## src/rtl/sdp_pkg.sv

```systemverilog
// Shared types and constants for the stereo disparity to point block.
package sdp_pkg;
  localparam int MaxDisp = 128;
  localparam int WinAw = $clog2(MaxDisp);
  localparam int QDepth = 4;
  localparam int QAw = $clog2(QDepth);
  localparam int DivW = 64;

  // Register indexes
  localparam logic [2:0] RegFocalX = 3'd0;
  localparam logic [2:0] RegFocalY = 3'd1;
  localparam logic [2:0] RegCenterX = 3'd2;
  localparam logic [2:0] RegCenterY = 3'd3;
  localparam logic [2:0] RegBaseline = 3'd4;
  localparam logic [2:0] RegColorMode = 3'd5;

  // Accepted pixel handed from front to back
  typedef struct packed {
    logic [7:0]  sum;
    logic [11:0] col;
    logic [11:0] row;
    logic [7:0]  blue;
    logic [7:0]  green;
    logic [7:0]  red;
  } pix_t;

  typedef struct packed {
    logic [15:0] focal_x;
    logic [15:0] focal_y;
    logic [15:0] center_x;
    logic [15:0] center_y;
    logic [19:0] baseline;
    logic        color_mode;
  } cfg_t;

  typedef enum logic [1:0] {
    BK_IDLE,
    BK_MUL,
    BK_DIV,
    BK_OUT
  } bk_state_t;
endpackage

```

## src/rtl/sdp_back.sv

```systemverilog
// Back part: multiplies, then one shared radix-2 divider for z, x and y.
module sdp_back (
  input  logic          clk,
  input  logic          rst_n,
  input  sdp_pkg::cfg_t cfg,
  input  logic          q_nempty,
  input  sdp_pkg::pix_t q_data,
  output logic          q_pop,
  input  logic          res_full,
  output logic          res_push,
  output logic [31:0]   res_x,
  output logic [31:0]   res_y,
  output logic [30:0]   res_z,
  output logic [7:0]    res_b,
  output logic [7:0]    res_g,
  output logic [7:0]    res_r,
  output logic          res_sat
);
  sdp_pkg::bk_state_t st_r, st_nxt;
  sdp_pkg::pix_t px_r;
  logic [1:0]  job_r;
  logic [6:0]  step_r;
  logic [sdp_pkg::DivW-1:0] nx_r, ny_r;
  logic        xneg_r, yneg_r;
  logic [sdp_pkg::DivW-1:0] num_r, quo_r, rem_r, den_r;
  logic [sdp_pkg::DivW-1:0] qz_r, qx_r, qy_r;
  logic [sdp_pkg::DivW:0]   trial;
  logic [sdp_pkg::DivW-1:0] rem_sh;
  logic [16:0]   dx, dy;
  logic [16:0]   adx, ady;
  logic [36:0]   mz_r, mx_r, my_r;
  logic [15:0]   fy;
  logic [26:0]   dprod;
  logic [sdp_pkg::DivW-1:0] den_s, den_y;

  // offsets taken from the item being popped
  assign dx = {1'b0, q_data.col, 4'd0} - {1'b0, cfg.center_x};
  assign dy = {1'b0, q_data.row, 4'd0} - {1'b0, cfg.center_y};
  assign adx = dx[16] ? -dx : dx;
  assign ady = dy[16] ? -dy : dy;
  assign fy = (cfg.focal_y == 16'd0) ? 16'd1 : cfg.focal_y;
  assign dprod = {16'd0, px_r.sum, 3'd0} * {11'd0, fy};
  assign den_s = {53'd0, px_r.sum, 3'd0};
  assign den_y = {37'd0, dprod};
  assign rem_sh = {rem_r[sdp_pkg::DivW-2:0], num_r[sdp_pkg::DivW-1]};
  assign trial = {1'b0, rem_sh} - {1'b0, den_r};

  always_ff @(posedge clk) begin
    if (!rst_n) st_r <= sdp_pkg::BK_IDLE;
    else st_r <= st_nxt;
  end

  always_comb begin
    st_nxt = st_r;
    q_pop = 1'b0;
    res_push = 1'b0;
    unique case (st_r)
      sdp_pkg::BK_IDLE: if (q_nempty) begin
        q_pop = 1'b1;
        st_nxt = sdp_pkg::BK_MUL;
      end
      sdp_pkg::BK_MUL: st_nxt = sdp_pkg::BK_DIV;
      sdp_pkg::BK_DIV: if (step_r == 7'd63 && job_r == 2'd2) st_nxt = sdp_pkg::BK_OUT;
      sdp_pkg::BK_OUT: if (!res_full) begin
        res_push = 1'b1;
        st_nxt = sdp_pkg::BK_IDLE;
      end
      default: st_nxt = sdp_pkg::BK_IDLE;
    endcase
  end

  // Products: x and first y product at pop, z product every cycle, second y product done in MUL stage
  always_ff @(posedge clk) begin
    if (q_pop) begin
      px_r <= q_data;
      mx_r <= {20'd0, adx} * {17'd0, cfg.baseline};
      my_r <= {20'd0, ady} * {21'd0, cfg.focal_x};
      xneg_r <= dx[16];
      yneg_r <= dy[16];
    end
    mz_r <= {21'd0, cfg.focal_x} * {17'd0, cfg.baseline};
  end

  always_ff @(posedge clk) begin
    unique case (st_r)
      sdp_pkg::BK_MUL: begin
        nx_r <= {27'd0, mx_r};
        ny_r <= {31'd0, my_r[32:0]} * {44'd0, cfg.baseline};
        num_r <= {27'd0, mz_r};
        den_r <= den_s;
        rem_r <= '0;
        quo_r <= '0;
        job_r <= 2'd0;
        step_r <= '0;
      end
      sdp_pkg::BK_DIV: begin
        if (step_r == 7'd63) begin
          // last step: store quotient; after z and x, load next job
          step_r <= '0;
          rem_r <= '0;
          quo_r <= '0;
          job_r <= job_r + 2'd1;
          unique case (job_r)
            2'd0: begin
              qz_r <= {quo_r[sdp_pkg::DivW-2:0], ~trial[sdp_pkg::DivW]};
              num_r <= nx_r;
              den_r <= den_s;
            end
            2'd1: begin
              qx_r <= {quo_r[sdp_pkg::DivW-2:0], ~trial[sdp_pkg::DivW]};
              num_r <= ny_r;
              den_r <= den_y;
            end
            default: qy_r <= {quo_r[sdp_pkg::DivW-2:0], ~trial[sdp_pkg::DivW]};
          endcase
        end else begin
          num_r <= {num_r[sdp_pkg::DivW-2:0], 1'b0};
          step_r <= step_r + 7'd1;
          if (!trial[sdp_pkg::DivW]) begin
            rem_r <= trial[sdp_pkg::DivW-1:0];
            quo_r <= {quo_r[sdp_pkg::DivW-2:0], 1'b1};
          end else begin
            rem_r <= rem_sh;
            quo_r <= {quo_r[sdp_pkg::DivW-2:0], 1'b0};
          end
        end
      end
      default: ;
    endcase
  end

  // Saturation and output mapping
  always_comb begin
    res_sat = qz_r > 64'd2147483647;
    res_z = res_sat ? 31'h7FFFFFFF : qz_r[30:0];
    if (xneg_r) res_x = (qx_r > 64'd2147483648) ? 32'h80000000 : -qx_r[31:0];
    else res_x = (qx_r > 64'd2147483647) ? 32'h7FFFFFFF : qx_r[31:0];
    if (yneg_r) res_y = (qy_r > 64'd2147483648) ? 32'h80000000 : -qy_r[31:0];
    else res_y = (qy_r > 64'd2147483647) ? 32'h7FFFFFFF : qy_r[31:0];
    res_b = px_r.blue;
    res_g = cfg.color_mode ? px_r.green : 8'd0;
    res_r = cfg.color_mode ? px_r.red : 8'd0;
  end
endmodule

```

## config.mk

```make
export PLATFORM = sky130hd
export DESIGN_NAME = sdp_back
export DESIGN_NICKNAME = d
export VERILOG_FILES = /design/src/rtl/sdp_pkg.sv /design/src/rtl/sdp_back.sv
export SDC_FILE = /design/constraint.sdc
export NUM_CORES = 2
export LEC_CHECK = 0
export ABC_CLOCK_PERIOD_IN_PS = 12550
export BUFFER_PORTS_ARGS = -buffer_cell sky130_fd_sc_hd__buf_2
export CORE_AREA = 2 2 465 283
export DETAILED_ROUTE_END_ITERATION = 8
export DIE_AREA = 0 0 467 285
export PLACE_DENSITY = 0.82
export SLEW_MARGIN = 0
export SYNTH_ARGS = -nofsm -noshare
export SYNTH_HDL_FRONTEND = slang
export SYNTH_SLANG_ARGS = --single-unit
```

## constraint.sdc

```tcl
create_clock -name clk -period 12.55 [get_ports clk]
set_input_delay 1.8825 -clock clk [delete_from_list [all_inputs] [get_ports clk]]
set_output_delay 1.8825 -clock clk [all_outputs]
set_load 0.05 [all_outputs]
```

==> flow_metrics.env <==
export IMPL_ant_nets=0
export IMPL_cts_resized=0
export IMPL_cts_buffers=67
export IMPL_crit_family="compound AO/OA/AOI/OAI gates"
export IMPL_report_final_slew_viol_count=0
export IMPL_wl_met1_um=90500
export IMPL_setup_tns_ns=0
export IMPL_dp_hpwl_um=166000
export IMPL_initial_core_util_pct=64.3
export IMPL_syn_area_per_cell_um2=9.72
export IMPL_clk_latency_ns=0.67
export IMPL_routed_via_count=61400
export IMPL_hold_class="flip-flop to flip-flop"
export IMPL_path_max_fanout=20
export IMPL_area_delta_synth_final_pct=5.75
export IMPL_ys_warn_count=0
export IMPL_synth_area_leader_cell="fa_1"
export IMPL_rsz0062_at_grt="no"
export IMPL_synth_edf_count=609
export IMPL_r2r_slack_ns=3.40
export IMPL_grt_pass1_vias=64200
export IMPL_slowest_stage="o41ai_1"
export IMPL_setup_viol=0
export IMPL_cts_buffer_depth=3
export IMPL_worstSetupEndpointType="flip-flop"
export IMPL_place_congestion=0.960
export IMPL_yosysUniqueCellTypes=82
export IMPL_dr_wl_met3_um=28600
export IMPL_core_area_mm2=0.130
export IMPL_yosysSeqAreaShare_pct=22.9
export IMPL_dr_max_layer_used="met4"
export IMPL_final_nets=10700
export IMPL_worstPathArrival_ns=11.48
export IMPL_grt_pass1_wl_um=353000
export IMPL_drt_iter0_drc=6781
export IMPL_dp_cells=10200
export IMPL_start_kind="input pin"
export IMPL_io_buffers=266
export IMPL_dr_pass1_iters=8
export IMPL_critPathMaxStageDelay_ns=1.00
export IMPL_synth_area_top_cells="fa_1 33%, edfxtp_1 22%, ha_1 8.9%, inv_1 7.2%, nand2_1 6.1%"
export IMPL_finalCriticalPeriod_ns=10.96
export IMPL_synth_top_area_share_pct=32.9
export IMPL_drcViolationCount=0
export IMPL_grt_start_max_net_pins=105
export IMPL_final_common_cell="inv_1"
export IMPL_crit_top_cell="fa_1"
export IMPL_mostFrequentLayoutCells="1594 x inv_1, 1366 x fa_1, 1345 x nand2_1"
export IMPL_cp_required_ns=13.07
export IMPL_met2_length_um=93800
export IMPL_syn_instance_count=8561
export IMPL_routed_wl_um=220000
export IMPL_synth_nets=10700
export IMPL_hold_buffers=0
export IMPL_die_width_um=467
export IMPL_slew_headroom_pct=10.7
export IMPL_hold_violations=0
export IMPL_post_cts_setup_buffers=0
export IMPL_antenna_found_initial=4
export IMPL_cap_violations=0
export IMPL_cts_sinks=647
export IMPL_grt_overflow_total=0
export IMPL_tightestPinTransition_ns=1.34
export IMPL_fp_dieH_um=285
export IMPL_ctsHtreeMaxLevel=3
export IMPL_ys_ff_latch=647
export IMPL_ys_flop_type="edfxtp_1"
export IMPL_cts_tree="built"
export IMPL_min_period_over_period_pct=87.3
export IMPL_grt_usage_pct=34.0
export IMPL_drive_gt1_share_pct=6.67
export IMPL_crit_buf_inv=6
export IMPL_status="finished, final reports clean"
export IMPL_finClkSkew_ns=0.0403
export IMPL_wl_per_cell_um=21.3
export IMPL_async_reset_ff_share_pct=0
export IMPL_finalNonFillerCells=10300
export IMPL_ios=267
export IMPL_fp_dieArea_mm2=0.133
export IMPL_synth_area_mm2=0.0832
export IMPL_vias_per_cell=5.94
export IMPL_rows=103
export IMPL_root_buffer="clkbuf_16"
export IMPL_clk_pin_slew_ns=0.06
export IMPL_crit_type="input pin to flip-flop"
export IMPL_max_freq_mhz=91.3
-- cells in the mapped netlist, types with 15 or more instances --
master       n
clkbuf_1   428
o31ai_1     24
a21oi_1    268
nand2b_1    65
o21ai_0    132
o311ai_0    20
nand2_1   1345
ha_1       592
a31oi_1     22
o21a_1      24
nand4_1     33
o211ai_1    15
nor2b_1     40
or3_1       38
nor2_1     227
dfxtp_1     38
nand3_1     65
fa_1      1366
and2_1     696
and3_1      30
o311ai_1    28
nor3_1      87
a21o_1     107
or2_2       15
mux2i_1     43
mux2_2      40
a22o_1      18
xor2_1      91
a211o_1     15
inv_1     1594
edfxtp_1   609
o41ai_1     23
a211oi_1    26
nor4_1      42
or4_1       15
o21bai_1    27
xnor2_1    148
-- cell type report --
class | instances | area (µm²)
clock inverter | 42 | 347
sequential | 647 | 19000
fill | 9758 | 41500
clock buffer | 79 | 1770
tap | 1732 | 2170
inverter | 1596 | 5990
antenna | 1 | 2.50
multi-input combinational | 5864 | 56500
timing repair buffer | 374 | 2150
-- cells by family (layout without fill, tap and decap cells) --
kind of cell	count (synthesis)	count (layout)	synth area share, %
simple gates	2748	2748	15.9
buf+inv	2050	2091	9.33
fa+ha+maj	1958	1958	41.8
compound gates	836	836	6.58
flops	647	647	22.9
xor+xnor	239	239	2.52
mux	83	83	1.06
other cells	0	1	0
-- metrics by stage --
stage          cell area, µm²  hold WS (ns)  setup slack, ns  utilization (%)
2_1_floorplan           83200         0.400             1.38                -
3_3_place_gp            85900         0.405             1.28             66.3
3_5_place_dp            85900         0.405             1.01             66.3
4_1_cts                 88000         0.418             1.69             67.9
5_1_grt                 88000         0.425            0.870             67.9
6_report                88000         0.418             1.59             67.9
-- flip-flops by register name, summed over array words and instances (netlist names), 37 cells and up --
register and count:
qx_r 64, nx_r 37, num_r 64, quo_r 63, rem_r 63, qy_r 64
mx_r 37, qz_r 64, ny_r 53
-- per-layer routing --
metal | global-route usage, % | vias up
li1 | - | 26800
met1 | 50.1 | 30400
met2 | 49.0 | 3699
met3 | 9.86 | 521
met4 | 9.94 | 0
met5 | 0 | -
-- worst register-to-register path, stage by stage (launching register included) --
cell and delay [ns]:
edfxtp_1 1.08, nand2_1 0.23, fa_1 0.59, inv_1 0.06, fa_1 0.53, inv_1 0.06, fa_1 0.48, fa_1 0.49
inv_1 0.05, fa_1 0.50, fa_1 0.51, fa_1 0.49, ha_1 0.39, and3_1 0.26, a221oi_1 0.35, o21ai_0 0.26
or3_1 0.40, o211ai_1 0.34, a22oi_1 0.19, a31oi_1 0.85, o21ai_0 0.41, mux2i_1 0.23, o2111ai_1 0.13
-- worst paths after layout --
| check | from | endpoint | cells past startpoint |
|---|---|---|---|
| setup / recovery | cfg[42] | mx_r[34] | 33 |
| setup reg to reg | my_r[5] | ny_r[42] | 22 |
| hold reg to reg | mx_r[27] | nx_r[27] | 0 |
| hold / removal | mx_r[27] | nx_r[27] | 0 |
Power is left out: the tool's default activity adds up to more than one toggle a clock period on the data nets, which glitch-free logic cannot reach.
