### src/rtl/sdp_pkg.sv
// Shared types and constants for the stereo disparity to point block.
package sdp_pkg;
  localparam int MaxDisp = 128;
  localparam int WinAw = $clog2(MaxDisp);
  localparam int QDepth = 4;
  localparam int QAw = $clog2(QDepth);
  localparam int DivW = 64;

  // Register indexes
  localparam logic [2:0] RegFocalX = 3'd0;
  localparam logic [2:0] RegFocalY = 3'd1;
  localparam logic [2:0] RegCenterX = 3'd2;
  localparam logic [2:0] RegCenterY = 3'd3;
  localparam logic [2:0] RegBaseline = 3'd4;
  localparam logic [2:0] RegColorMode = 3'd5;

  // Accepted pixel handed from front to back
  typedef struct packed {
    logic [7:0]  sum;
    logic [11:0] col;
    logic [11:0] row;
    logic [7:0]  blue;
    logic [7:0]  green;
    logic [7:0]  red;
  } pix_t;

  typedef struct packed {
    logic [15:0] focal_x;
    logic [15:0] focal_y;
    logic [15:0] center_x;
    logic [15:0] center_y;
    logic [19:0] baseline;
    logic        color_mode;
  } cfg_t;

  typedef enum logic [1:0] {
    BK_IDLE,
    BK_MUL,
    BK_DIV,
    BK_OUT
  } bk_state_t;
endpackage

### src/rtl/sdp_queue.sv
// Short queue between front and back parts.
module sdp_queue (
  input  logic          clk,
  input  logic          rst_n,
  input  logic          wr_en,
  input  sdp_pkg::pix_t wr_data,
  input  logic          rd_en,
  output logic          nempty,
  output sdp_pkg::pix_t rd_data,
  output logic [sdp_pkg::QAw:0] count
);
  sdp_pkg::pix_t mem_r [sdp_pkg::QDepth];
  logic [sdp_pkg::QAw-1:0] wp_r, rp_r;
  logic [sdp_pkg::QAw:0] cnt_r;

  assign nempty = cnt_r != '0;
  assign rd_data = mem_r[rp_r];
  assign count = cnt_r;

  always_ff @(posedge clk) begin
    if (wr_en) mem_r[wp_r] <= wr_data;
  end

  always_ff @(posedge clk) begin
    if (!rst_n) begin
      wp_r <= '0;
      rp_r <= '0;
      cnt_r <= '0;
    end else begin
      if (wr_en) wp_r <= wp_r + 1'b1;
      if (rd_en) rp_r <= rp_r + 1'b1;
      cnt_r <= cnt_r + {{sdp_pkg::QAw{1'b0}}, wr_en} - {{sdp_pkg::QAw{1'b0}}, rd_en};
    end
  end
endmodule

### config.mk
export PLATFORM = sky130hd
export DESIGN_NAME = sdp_queue
export DESIGN_NICKNAME = d
export VERILOG_FILES = /design/src/rtl/sdp_pkg.sv /design/src/rtl/sdp_queue.sv
export SDC_FILE = /design/constraint.sdc
export NUM_CORES = 1
export LEC_CHECK = 0
export BUFFER_PORTS_ARGS = -buffer_cell sky130_fd_sc_hd__buf_2
export CORE_ASPECT_RATIO = 1.2
export CORE_MARGIN = 2
export CORE_UTILIZATION = 60
export CTS_BUF_LIST = sky130_fd_sc_hd__clkbuf_16
export DETAILED_ROUTE_END_ITERATION = 7
export GPL_ROUTABILITY_DRIVEN = 0
export GPL_TIMING_DRIVEN = 0
export PLACE_DENSITY = 0.86
export SYNTH_ARGS = -nofsm -noshare
export SYNTH_HDL_FRONTEND = slang
export SYNTH_SLANG_ARGS = --single-unit
### constraint.sdc
create_clock -name clk -period 6.8 [get_ports clk]
set_clock_uncertainty 0.05 [all_clocks]
set_input_delay 0.68 -clock clk [delete_from_list [all_inputs] [get_ports clk]]
set_output_delay 0.68 -clock clk [all_outputs]
set_load 0.005 [all_outputs]
==> out/qor.csv, run 1 <==
stage;metric;value;unit
status;status;complete, but fails checks;
status;failing checks;DRC;
timing;Final Hold Viols;0;
global_route;initial antenna violation count;1;
routing;drt first-iter violations;226;
synthesis;sequential area share after synthesis;80.7;%
worst_hold_path;hold_sp;wr_data[31];
clock_tree;TritonCTS clock tree;done;
timing;RSZ-0062 raised after global routing;false;
floorplanning;die height;135;µm
cells_and_area;Area Growth Syn to Fin;18.1;%
clock_tree;Post-CTS Setup Inserts;0;
floorplanning;Initial Util;61.6;%
place;DP HPWL;8670;µm
routing;DRT Pass-1 Iters;7;
power_and_ir_drop;VDD IR max;262;µV
global_route;vias in the first global route;4232;
worst_setup_path;Crit Path Max Fanout;10;
worst_hold_path;Hold WC Path Type;in -> reg;
power_and_ir_drop;sequential power share;52.7;%
floorplanning;cell row count;47;
synthesis;mux contribution to synthesized area;14.9;%
cells_and_area;post-route cell area;0.0101;mm²
global_route;largest net degree at the start of global routing;57;
synthesis;XOR/XNOR Fraction of Synth Area;0.483;%
global_route;all-layer global routing usage;19.6;%
power_and_ir_drop;switching portion of total power;20.3;%
floorplanning;die footprint;0.0152;mm²
timing;final setup TNS;0;ns
clock_tree;H-tree depth;1;
clock_tree;Post-CTS Hold Fix Bufs;0;
worst_setup_path;critical path, cell by cell;buf_2 > buf_2 > mux4_2 > buf_2;
clock_tree;Clock transition at path regs;0.06;ns
synthesis;Cells after Synth;334;
clock_tree;Num CTS Buffers;22;
cells_and_area;Layout Nets;544;
cells_and_area;most common cell after layout, fill and taps aside;edfxtp_1;
worst_setup_path;WP data required;6.07;ns
worst_setup_path;Buf/Inv on CP;3;
timing;Pins Over Slew Limit;0;
synthesis;Synth Area in Simple Gates;0.819;%
power_and_ir_drop;Int Pwr;2.53;mW
routing;final antenna-violating net count;0;
synthesis;Post-Synthesis Cell Area;0.00855;mm²
worst_setup_path;Critical Path Most Common Cell;buf_2;
clock_tree;CTS root buffer;clkbuf_16;
timing;relative slew slack;41.2;%
clock_tree;clock latency at the later pin of the worst-skew pair;0.49;ns
timing;Worst Setup Slack, final;4.14;ns
synthesis;largest area contributor in the netlist;edfxtp_1;
worst_setup_path;critical path's top delay family;buffers and inverters;
synthesis;Post-Synth Adder-Cell Area;1.11;%
power_and_ir_drop;Clock power frac;38.0;%
synthesis;largest family of logic cells by synthesized area;multiplexers;
cells_and_area;most frequent cells in the layout;224 x edfxtp_1, 124 x buf_2, 56 x mux4_2, 23 x clkbuf_16, 12 x inv_1;
synthesis;synthesized area per cell;25.6;µm²
place;placed cell areas;0.00937;mm²
synthesis;#FFs+latches synth;233;
cells_and_area;Antenna diodes;0;
synthesis;post-synthesis compound-gate area fraction;0.176;%
routing;drc violations;7;
worst_setup_path;crit path kind;reg -> out;
timing;Tmin final;2.66;ns
timing;crit share post-route;39.1;%
synthesis;Synth warnings;0;
timing;endpoints failing setup;0;
worst_setup_path;reg2reg start;wp_r[1]$_SDFFE_PN0P_;
clock_tree;Bufs on Longest Clock Path;3;
synthesis;Yosys top cell area share;78.6;%
floorplanning;core footprint;0.0139;mm²
place;Setup WS pre-CTS;4.61;ns
global_route;first-pass GRT wire length;22400;µm
global_route;global routing's busiest layer;met2;
routing;via count;3812;
worst_setup_path;Worst path max stage delay;0.37;ns
synthesis;Distinct cells, synth;20;
clock_tree;Post-CTS Resized;0;
timing;Max Clk Rate;376;MHz
timing;Hold WS;0.354;ns
power_and_ir_drop;Leakage;3.49;nW
routing;DRT Wirelength;14400;µm
routing;WL/cell;21.7;µm
global_route;met2 Use GR;34.7;%
synthesis;Mapped Nets;401;
clock_tree;# clock sinks;233;
global_route;total gr overflow;0;
floorplanning;top-level I/O count;120;
worst_setup_path;CP Launch Type;flop;
timing;measured slew at the worst slew-check pin;0.882;ns
run;max_cap viols;0;
synthesis;Area contributors post-synth;edfxtp_1 79%, mux4_2 15%, dfxtp_1 2.1%, buf_12 0.94%, ha_1 0.88%;
cells_and_area;share of cells above drive strength 1;44.8;%
power_and_ir_drop;Gate power share;9.3;%
worst_setup_path;Crit. End Element;output pin;
place;Buffers on Ports;119;
worst_setup_path;CP max stage cell;mux4_2;
power_and_ir_drop;Power Density;314;mW/mm²
global_route;GR Util met3;4.44;%
worst_setup_path;Arr. time, crit path;1.93;ns
power_and_ir_drop;Net Switching;642;µW
global_route;met1 Use GR;24.2;%
floorplanning;Horiz. Die Dim;113;µm
routing;Via density;5.74;
-- synth_stat cells --
master    number
buf_2          5
xnor2_1        2
mux2i_1        1
buf_6          1
xor3_1         1
nand3b_1       1
or3_1          1
buf_4          1
a21bo_2        1
buf_12         4
nor2_1         5
edfxtp_1     224
clkbuf_1       1
ha_1           6
fa_1           1
a21oi_1        1
and2_1         6
inv_1          7
dfxtp_1        9
mux4_2        56
-- registers in the layout (all words and copies together) (netlist names), named ones only --
name and cells:
mem_r 224, count 3, rp_r 2, wp_r 2
-- power by group through the flow --
stage               Combinational, mW  Clock, mW  Sequential, mW
global route                    0.321       1.29            1.68
detailed placement              0.301          0            1.70
global placement                0.289          0            1.70
finish                          0.295       1.20            1.67
CTS                             0.302       1.23            1.67
floorplan                       0.175          0            1.70
-- cell type report --
class                   count  area (µm²)
clock inverters            17         153
plain buffers              12         128
fillers                   822        3780
well taps                 171         214
flip-flops and latches    233        6910
inverters                   7        26.3
repair buffers            119         596
clock buffers              23         576
multi-input cells          82        1500
-- stage by stage --
step / util [%] / total power, mW / instances
after global placement: 67.5 / 1.99 / 624
after detailed placement: 67.5 / 2.00 / 624
after floorplan: - / 1.87 / 334
final: 72.8 / 3.17 / 664
after global routing: 72.8 / 3.28 / 664
after CTS: 72.8 / 3.20 / 664
-- cells by family after synthesis --
group	after synthesis
adder cells (fa/ha/maj)	7
multiplexers	57
buffers and inverters	19
AO/OA/AOI/OAI	2
XOR/XNOR	3
flip-flops	233
AND/OR/NAND/NOR	13
-- worst reg2reg max path, cell delays in order, from the launching register on --
cell     delay, ns
dfxtp_1       0.34
inv_1         0.10
ha_1          0.15
and2_4        0.71
-- per-layer routing --
layer,vias to the layer above,share of wire (%)
met5,-,0.069
met4,2,2.3
met3,31,5.4
met2,108,54
met1,1976,38
li1,1695,-
-- path summary, 6_finish.rpt --
path	to	slack [ns]	cells past startpoint
worst max register to register	mem_r[1][16]$_DFFE_PP_	5.02	3
worst min-delay path	mem_r[2][31]$_DFFE_PP_	0.35	1
worst min register to register	flop	0.52	2
worst max-delay path	rd_data[49]	4.14	4
(Power assumes the default switching activity.)
==> inputs of run 2 (changes only) <==
--- a/config.mk
+++ b/config.mk
@@ -8,12 +8,12 @@
 export BUFFER_PORTS_ARGS = -buffer_cell sky130_fd_sc_hd__buf_2
 export CORE_ASPECT_RATIO = 1.2
 export CORE_MARGIN = 2
-export CORE_UTILIZATION = 60
+export CORE_UTILIZATION = 51
 export CTS_BUF_LIST = sky130_fd_sc_hd__clkbuf_16
 export DETAILED_ROUTE_END_ITERATION = 7
 export GPL_ROUTABILITY_DRIVEN = 0
 export GPL_TIMING_DRIVEN = 0
-export PLACE_DENSITY = 0.86
+export PLACE_DENSITY = 0.78
 export SYNTH_ARGS = -nofsm -noshare
 export SYNTH_HDL_FRONTEND = slang
 export SYNTH_SLANG_ARGS = --single-unit
==> constraint.sdc (replaced) <==
create_clock -name clk -period 2.2 [get_ports clk]
set_clock_uncertainty 0.05 [all_clocks]
set_input_delay 0.22 -clock clk [delete_from_list [all_inputs] [get_ports clk]]
set_output_delay 0.22 -clock clk [all_outputs]
set_load 0.005 [all_outputs]
==> run 2 against run 1 <==
Compared with the run above:
- the flow now finishes without violations
- count of clock-buffer cells in the layout stayed put
- global-route usage is 2.7 points lower
- sequential power grew to 3.1 times the previous value
- non-clock buffer count is 64 higher
- wire length is 2.8% higher
- power grew to 3.1 times the previous value
- register-to-register slack worse by 4.6 ns
==> out/qor.csv, run 2 (synthesized netlist as in run 1, its figures left out) <==
stage;metric;value;unit;change
worst_hold_path;Hold WC Path Type;in -> reg;;
clock_tree;TritonCTS clock tree;done;;
timing;Worst Setup Slack, final;0.0804;ns;-4.06 ns
worst_hold_path;Worst Hold Path Cells;3;;+2
floorplanning;die height;146;µm;+8.2%
power_and_ir_drop;Power Density;906;mW/mm²;+190%
global_route;all-layer global routing usage;16.9;%;-2.7 points
cells_and_area;most common cell after layout, fill and taps aside;edfxtp_1;;
cells_and_area;Top reg by flops;mem_r;;
routing;via count;3996;;+4.8%
run;max_cap viols;0;;unchanged
clock_tree;CTS root buffer;clkbuf_16;;
floorplanning;core footprint;0.0163;mm²;+18%
place;DP HPWL;8320;µm;-4.0%
timing;endpoints failing setup;0;;unchanged
clock_tree;Clock transition at path regs;0.06;ns;about the same
clock_tree;Num CTS Buffers;22;;unchanged
timing;Final Hold Viols;0;;unchanged
global_route;total gr overflow;0;;unchanged
global_route;vias in the first global route;4452;;+5.2%
clock_tree;clock latency at the later pin of the worst-skew pair;0.49;ns;about the same
cells_and_area;Layout Nets;608;;+12%
routing;drt first-iter violations;239;;+5.8%
timing;Tmin final;2.12;ns;
worst_setup_path;Crit. End Element;output pin;;
floorplanning;Initial Util;52.4;%;-9.3 points
timing;crit share post-route;96.3;%;
worst_setup_path;reg2reg path depth;3;;unchanged
floorplanning;cell row count;51;;+8.5%
power_and_ir_drop;Leakage;3.76;nW;+7.7%
cells_and_area;Area Growth Syn to Fin;25.8;%;
worst_setup_path;WP data required;1.93;ns;-4.14 ns
place;Buffers on Ports;119;;unchanged
routing;DRT Pass-1 Iters;5;;-2
power_and_ir_drop;VDD IR max;614;µV;+130%
floorplanning;top-level I/O count;120;;unchanged
cells_and_area;max reg flops;224;;unchanged
routing;final antenna-violating net count;0;;unchanged
global_route;first-pass GRT wire length;22800;µm;+1.7%
floorplanning;die footprint;0.0178;mm²;+17%
global_route;largest net degree at the start of global routing;57;;unchanged
clock_tree;# clock sinks;233;;unchanged
clock_tree;Bufs on Longest Clock Path;3;;unchanged
floorplanning;Horiz. Die Dim;122;µm;+8.2%
timing;relative slew slack;40.8;%;-0.43 points
worst_setup_path;Arr. time, crit path;1.85;ns;-0.08 ns
cells_and_area;Antenna diodes;0;;unchanged
clock_tree;H-tree depth;1;;unchanged
worst_setup_path;Crit Path Max Fanout;10;;unchanged
timing;RSZ-0062 raised after global routing;false;;
routing;Via density;5.21;;-9.3%
timing;Max Clk Rate;472;MHz;
global_route;initial antenna violation count;0;;-1
timing;Pins Over Slew Limit;0;;unchanged
worst_setup_path;crit path kind;reg -> out;;
timing;Hold WS;0.0835;ns;-0.270 ns
routing;WL/cell;19.3;µm;-11%
status;status;finished, final reports clean;;
cells_and_area;share of cells above drive strength 1;40.4;%;-4.5 points
place;Setup WS pre-CTS;0.397;ns;-4.21 ns
place;placed cell areas;0.00942;mm²;+0.55%
routing;DRT Wirelength;14800;µm;+2.8%
cells_and_area;post-route cell area;0.0108;mm²;+6.5%
worst_setup_path;CP Launch Type;flop;;
routing;drc violations;0;;-7
timing;measured slew at the worst slew-check pin;0.888;ns;+0.00640 ns
cells_and_area;most frequent cells in the layout;224 x edfxtp_1, 119 x buf_2, 58 x dlygate4sd3_1, 56 x mux4_2, 23 x clkbuf_16;;
[run 2: cell count changes in the layout (fill, tap and decap cells not counted), moves of 2 or more]
cell	delta
dlygate4sd3_1	+58
clkinvlp_4	-2
clkinv_2	-2
buf_4	+10
buf_2	-5
[run 2: metal layers]
metal  routed length (µm)  global-route usage, %  up-vias
met5                    0                      0        -
met4                  268                   5.63        0
met3                  709                   3.02       21
met2                 8030                   30.8      105
met1                 5790                   19.9     2042
li1                     -                      -     1828
[run 2: report_power, final]
part           switching, mW  internal [mW]
Clock                   1.46           2.11
Sequential            0.0621           5.10
Combinational          0.452          0.562
[run 2: worst paths after layout]
check,start,endpoint,slack [ns]
setup / recovery,flop,rd_data[43],0.08
hold reg to reg,rp_r[1]$_SDFFE_PN0P_,flop,0.50
setup reg to reg,wp_r[0]$_SDFFE_PN0P_,mem_r[2][13]$_DFFE_PP_,0.42
hold / removal,wr_en,wp_r[0]$_SDFFE_PN0P_,0.08
[run 2: layout make-up]
cell class	count	area (µm²)
sequential	233	6910
fill	1120	5570
multi-input combinational	82	1500
timing repair buffer	183	1220
clock buffer	23	576
tap	212	265
buffer	12	150
clock inverter	15	114
inverter	7	26.3
[run 2: critical path, cell delays in order, from the launching register on]
cell and delay (ns):
dfxtp_1 0.37, buf_12 0.17, buf_12 0.16, mux4_2 0.51
buf_2 0.14
[run 2: what timing repair did]
action                                  in CTS  in global routing
hold buffers                                58                  0
setup buffers                                0                  6
endpoints found under the setup margin      41                 13
hold endpoints to repair                   229                  0
resized for setup                            7                  1
[run 2: through the flow]
step | TNS (ns) | instances | util, % | total power [mW]
6_report | 0 | 767 | 65.9 | 9.75
5_1_grt | 0 | 767 | 65.9 | 10.1
4_1_cts | 0 | 761 | 65.6 | 9.83
3_5_place_dp | 0 | 665 | 57.7 | 6.19
3_3_place_gp | -12.73 | 665 | 57.7 | 6.15
2_1_floorplan | 0 | 334 | - | 5.78
==> inputs of run 3 (changes only) <==
--- a/config.mk
+++ b/config.mk
@@ -10,10 +10,11 @@
 export CORE_MARGIN = 2
 export CORE_UTILIZATION = 51
 export CTS_BUF_LIST = sky130_fd_sc_hd__clkbuf_16
+export CTS_CLUSTER_DIAMETER = 80
 export DETAILED_ROUTE_END_ITERATION = 7
 export GPL_ROUTABILITY_DRIVEN = 0
 export GPL_TIMING_DRIVEN = 0
-export PLACE_DENSITY = 0.78
+export PLACE_DENSITY = 0.79
 export SYNTH_ARGS = -nofsm -noshare
 export SYNTH_HDL_FRONTEND = slang
 export SYNTH_SLANG_ARGS = --single-unit
==> run 3 against run 2 <==
Compared with the run above:
- cell area is 0.73% higher
- critical path type unchanged
- combinational power is essentially flat
- count of clock-buffer cells in the layout stayed put
- final cell count stayed put
- sequential share of layout area is 0.45 points lower
- power grew 4.4%
==> out/qor.csv, run 3 (synthesized netlist as in run 1, its figures left out) <==
stage;metric;value;unit;change
clock_tree;TritonCTS clock tree;done;;
clock_tree;Bufs on Longest Clock Path;3;;unchanged
global_route;initial antenna violation count;0;;unchanged
cells_and_area;share of cells above drive strength 1;41.3;%;+0.90 points
global_route;vias in the first global route;4585;;+3.0%
cells_and_area;max reg flops;224;;unchanged
timing;measured slew at the worst slew-check pin;0.892;ns;+0.00328 ns
routing;final antenna-violating net count;0;;unchanged
worst_setup_path;crit path kind;reg -> out;;
timing;Final Hold Viols;0;;unchanged
worst_setup_path;Arr. time, crit path;1.86;ns;about the same
floorplanning;top-level I/O count;120;;unchanged
clock_tree;CTS root buffer;clkbuf_16;;
power_and_ir_drop;Leakage;3.78;nW;+0.58%
cells_and_area;Area Growth Syn to Fin;26.7;%;
cells_and_area;area of the multi-input gates;0.00150;mm²;unchanged
worst_setup_path;reg2reg path depth;3;;unchanged
worst_setup_path;Crit Path Max Fanout;10;;unchanged
timing;Pins Over Slew Limit;0;;unchanged
global_route;largest net degree at the start of global routing;57;;unchanged
floorplanning;die footprint;0.0178;mm²;unchanged
worst_setup_path;Crit. End Element;output pin;;
worst_setup_path;Buf/Inv on CP;2;;-1
worst_hold_path;Hold Crit Endpoint;wp_r[0]$_SDFFE_PN0P_;;
routing;DRT Pass-1 Iters;4;;-1
cells_and_area;final non-filler cell total;767;;unchanged
place;DP HPWL;8690;µm;+4.5%
timing;relative slew slack;40.6;%;-0.22 points
routing;DRT Wirelength;15300;µm;+3.0%
routing;drc violations;0;;unchanged
floorplanning;core footprint;0.0163;mm²;unchanged
cells_and_area;most frequent cells in the layout;224 x edfxtp_1, 120 x buf_2, 58 x dlygate4sd3_1, 56 x mux4_2, 23 x clkbuf_16;;
floorplanning;Horiz. Die Dim;122;µm;unchanged
clock_tree;Num CTS Buffers;22;;unchanged
worst_setup_path;flop2flop setup slack;0.43;ns;about the same
timing;endpoints failing setup;0;;unchanged
clock_tree;# clock sinks;233;;unchanged
global_route;all-layer global routing usage;17.5;%;+0.62 points
routing;Via density;5.34;;+2.4%
global_route;total gr overflow;0;;unchanged
status;status;finished, final reports clean;;
timing;Worst Setup Slack, final;0.0746;ns;-0.00578 ns
floorplanning;Initial Util;52.4;%;unchanged
worst_setup_path;Worst path max stage delay;0.46;ns;-0.05 ns
routing;drt first-iter violations;256;;+7.1%
cells_and_area;Layout Nets;606;;-0.33%
routing;WL/cell;19.9;µm;+3.0%
clock_tree;clock latency at the later pin of the worst-skew pair;0.49;ns;about the same
worst_hold_path;hold_sp;wr_en;;
routing;via count;4093;;+2.4%
cells_and_area;most common cell after layout, fill and taps aside;edfxtp_1;;
cells_and_area;Fillers;1101;;-1.7%
timing;RSZ-0062 raised after global routing;true;;
place;Buffers on Ports;119;;unchanged
power_and_ir_drop;Power Density;939;mW/mm²;+3.6%
cells_and_area;Storage cell area;0.00691;mm²;about the same
worst_hold_path;Worst Hold Path Cells;3;;unchanged
worst_setup_path;CP max stage cell;clkbuf_1;;
timing;Max Clk Rate;471;MHz;-0.27%
cells_and_area;Top reg by flops;mem_r;;
worst_setup_path;CP Launch Type;flop;;
cells_and_area;Antenna diodes;0;;unchanged
clock_tree;H-tree depth;1;;unchanged
worst_setup_path;critical path's top delay family;buffers and inverters;;
global_route;first-pass GRT wire length;23600;µm;+3.4%
worst_setup_path;WP data required;1.93;ns;about the same
worst_setup_path;reg2reg start;wp_r[1]$_SDFFE_PN0P_;;
timing;Tmin final;2.13;ns;+0.00578 ns
power_and_ir_drop;VDD IR max;768;µV;+25%
place;Setup WS pre-CTS;0.419;ns;+0.0214 ns
run;max_cap viols;0;;unchanged
worst_hold_path;Hold WC Path Type;in -> reg;;
floorplanning;die height;146;µm;unchanged
worst_setup_path;critical path, cell by cell;clkbuf_1 > mux4_2 > buf_2;;
worst_setup_path;Critical R2R Capture;mem_r[1][41]$_DFFE_PP_;;
floorplanning;cell row count;51;;unchanged
place;Placed Cells;665;;unchanged
clock_tree;Clock transition at path regs;0.06;ns;about the same
timing;crit share post-route;96.6;%;+0.26 points
[run 3: stage by stage]
step                cell area, µm²  hold slack (ns)  total power [mW]  setup TNS [ns]  util, %
global route                 10800            0.103              10.5         -0.0159     66.4
detailed placement            9420            0.389              6.19               0     57.7
global placement              9420            0.379              6.14           -2.60     57.7
floorplan                     8560            0.269              5.78               0        -
CTS                          10800           0.0423              10.3               0     66.2
finish                       10800           0.0587              10.2               0     66.4
[run 3: timing repair]
item | 4_1_cts | 5_1_grt
gates resized for setup | 6 | 1
endpoints found under the hold margin | 228 | 0
hold buffers | 58 | 0
endpoints found under the setup margin | 39 | 46
buffers inserted | 0 | 4
[run 3: area by class of cell]
| class | instances | area share (%) |
|---|---|---|
| clock inverter | 17 | 1.94 |
| timing repair buffer | 181 | 11.1 |
| multi-input combinational | 82 | 13.9 |
| buffer | 12 | 1.35 |
| inverter | 7 | 0.242 |
| clock buffer | 23 | 5.31 |
| tap | 212 | 2.45 |
| sequential | 233 | 63.7 |
[run 3: worst max-delay path by stage]
| stage | start | endpoint | slack [ns] | depth (start not counted) |
|---|---|---|---|---|
| 2_1_floorplan | wp_r[0]$_SDFFE_PN0P_ | mem_r[2][0]$_DFFE_PP_ | 0.47 | 3 |
| 3_3_place_gp | wp_r[0]$_SDFFE_PN0P_ | mem_r[2][44]$_DFFE_PP_ | -0.04 | 3 |
| 3_5_place_dp | wp_r[1]$_SDFFE_PN0P_ | mem_r[0][21]$_DFFE_PP_ | 0.42 | 3 |
| 4_1_cts | flop | rd_data[9] | 0.007 | 3 |
| 5_1_grt | flop | rd_data[35] | -0.009 | 4 |
| 6_report | flop | rd_data[10] | 0.07 | 3 |
[run 3: report_power, final]
| part | switching, mW | internal, mW | total, mW |
|---|---|---|---|
| combinational | 0.461 | 0.558 | 1.02 |
| sequential | 0.0620 | 5.10 | 5.16 |
| clock | 1.52 | 2.48 | 4.00 |
| total | 2.04 | 8.14 | 10.2 |
[run 3: tightest hold or removal path, delay by kind of cell]
kind,cells,cell delay (ns)
buf+inv,1,0.18
simple gates,1,0.07
xor+xnor,1,0.10
[run 3: routing by layer]
metal  global-route usage, %  routed length, µm  up-vias
met4                    5.52                289        0
met1                    20.8               5870     2125
met3                    3.06                707       25
li1                        -                  -     1831
met2                    32.0               8380      112
met5                       0                  0        -
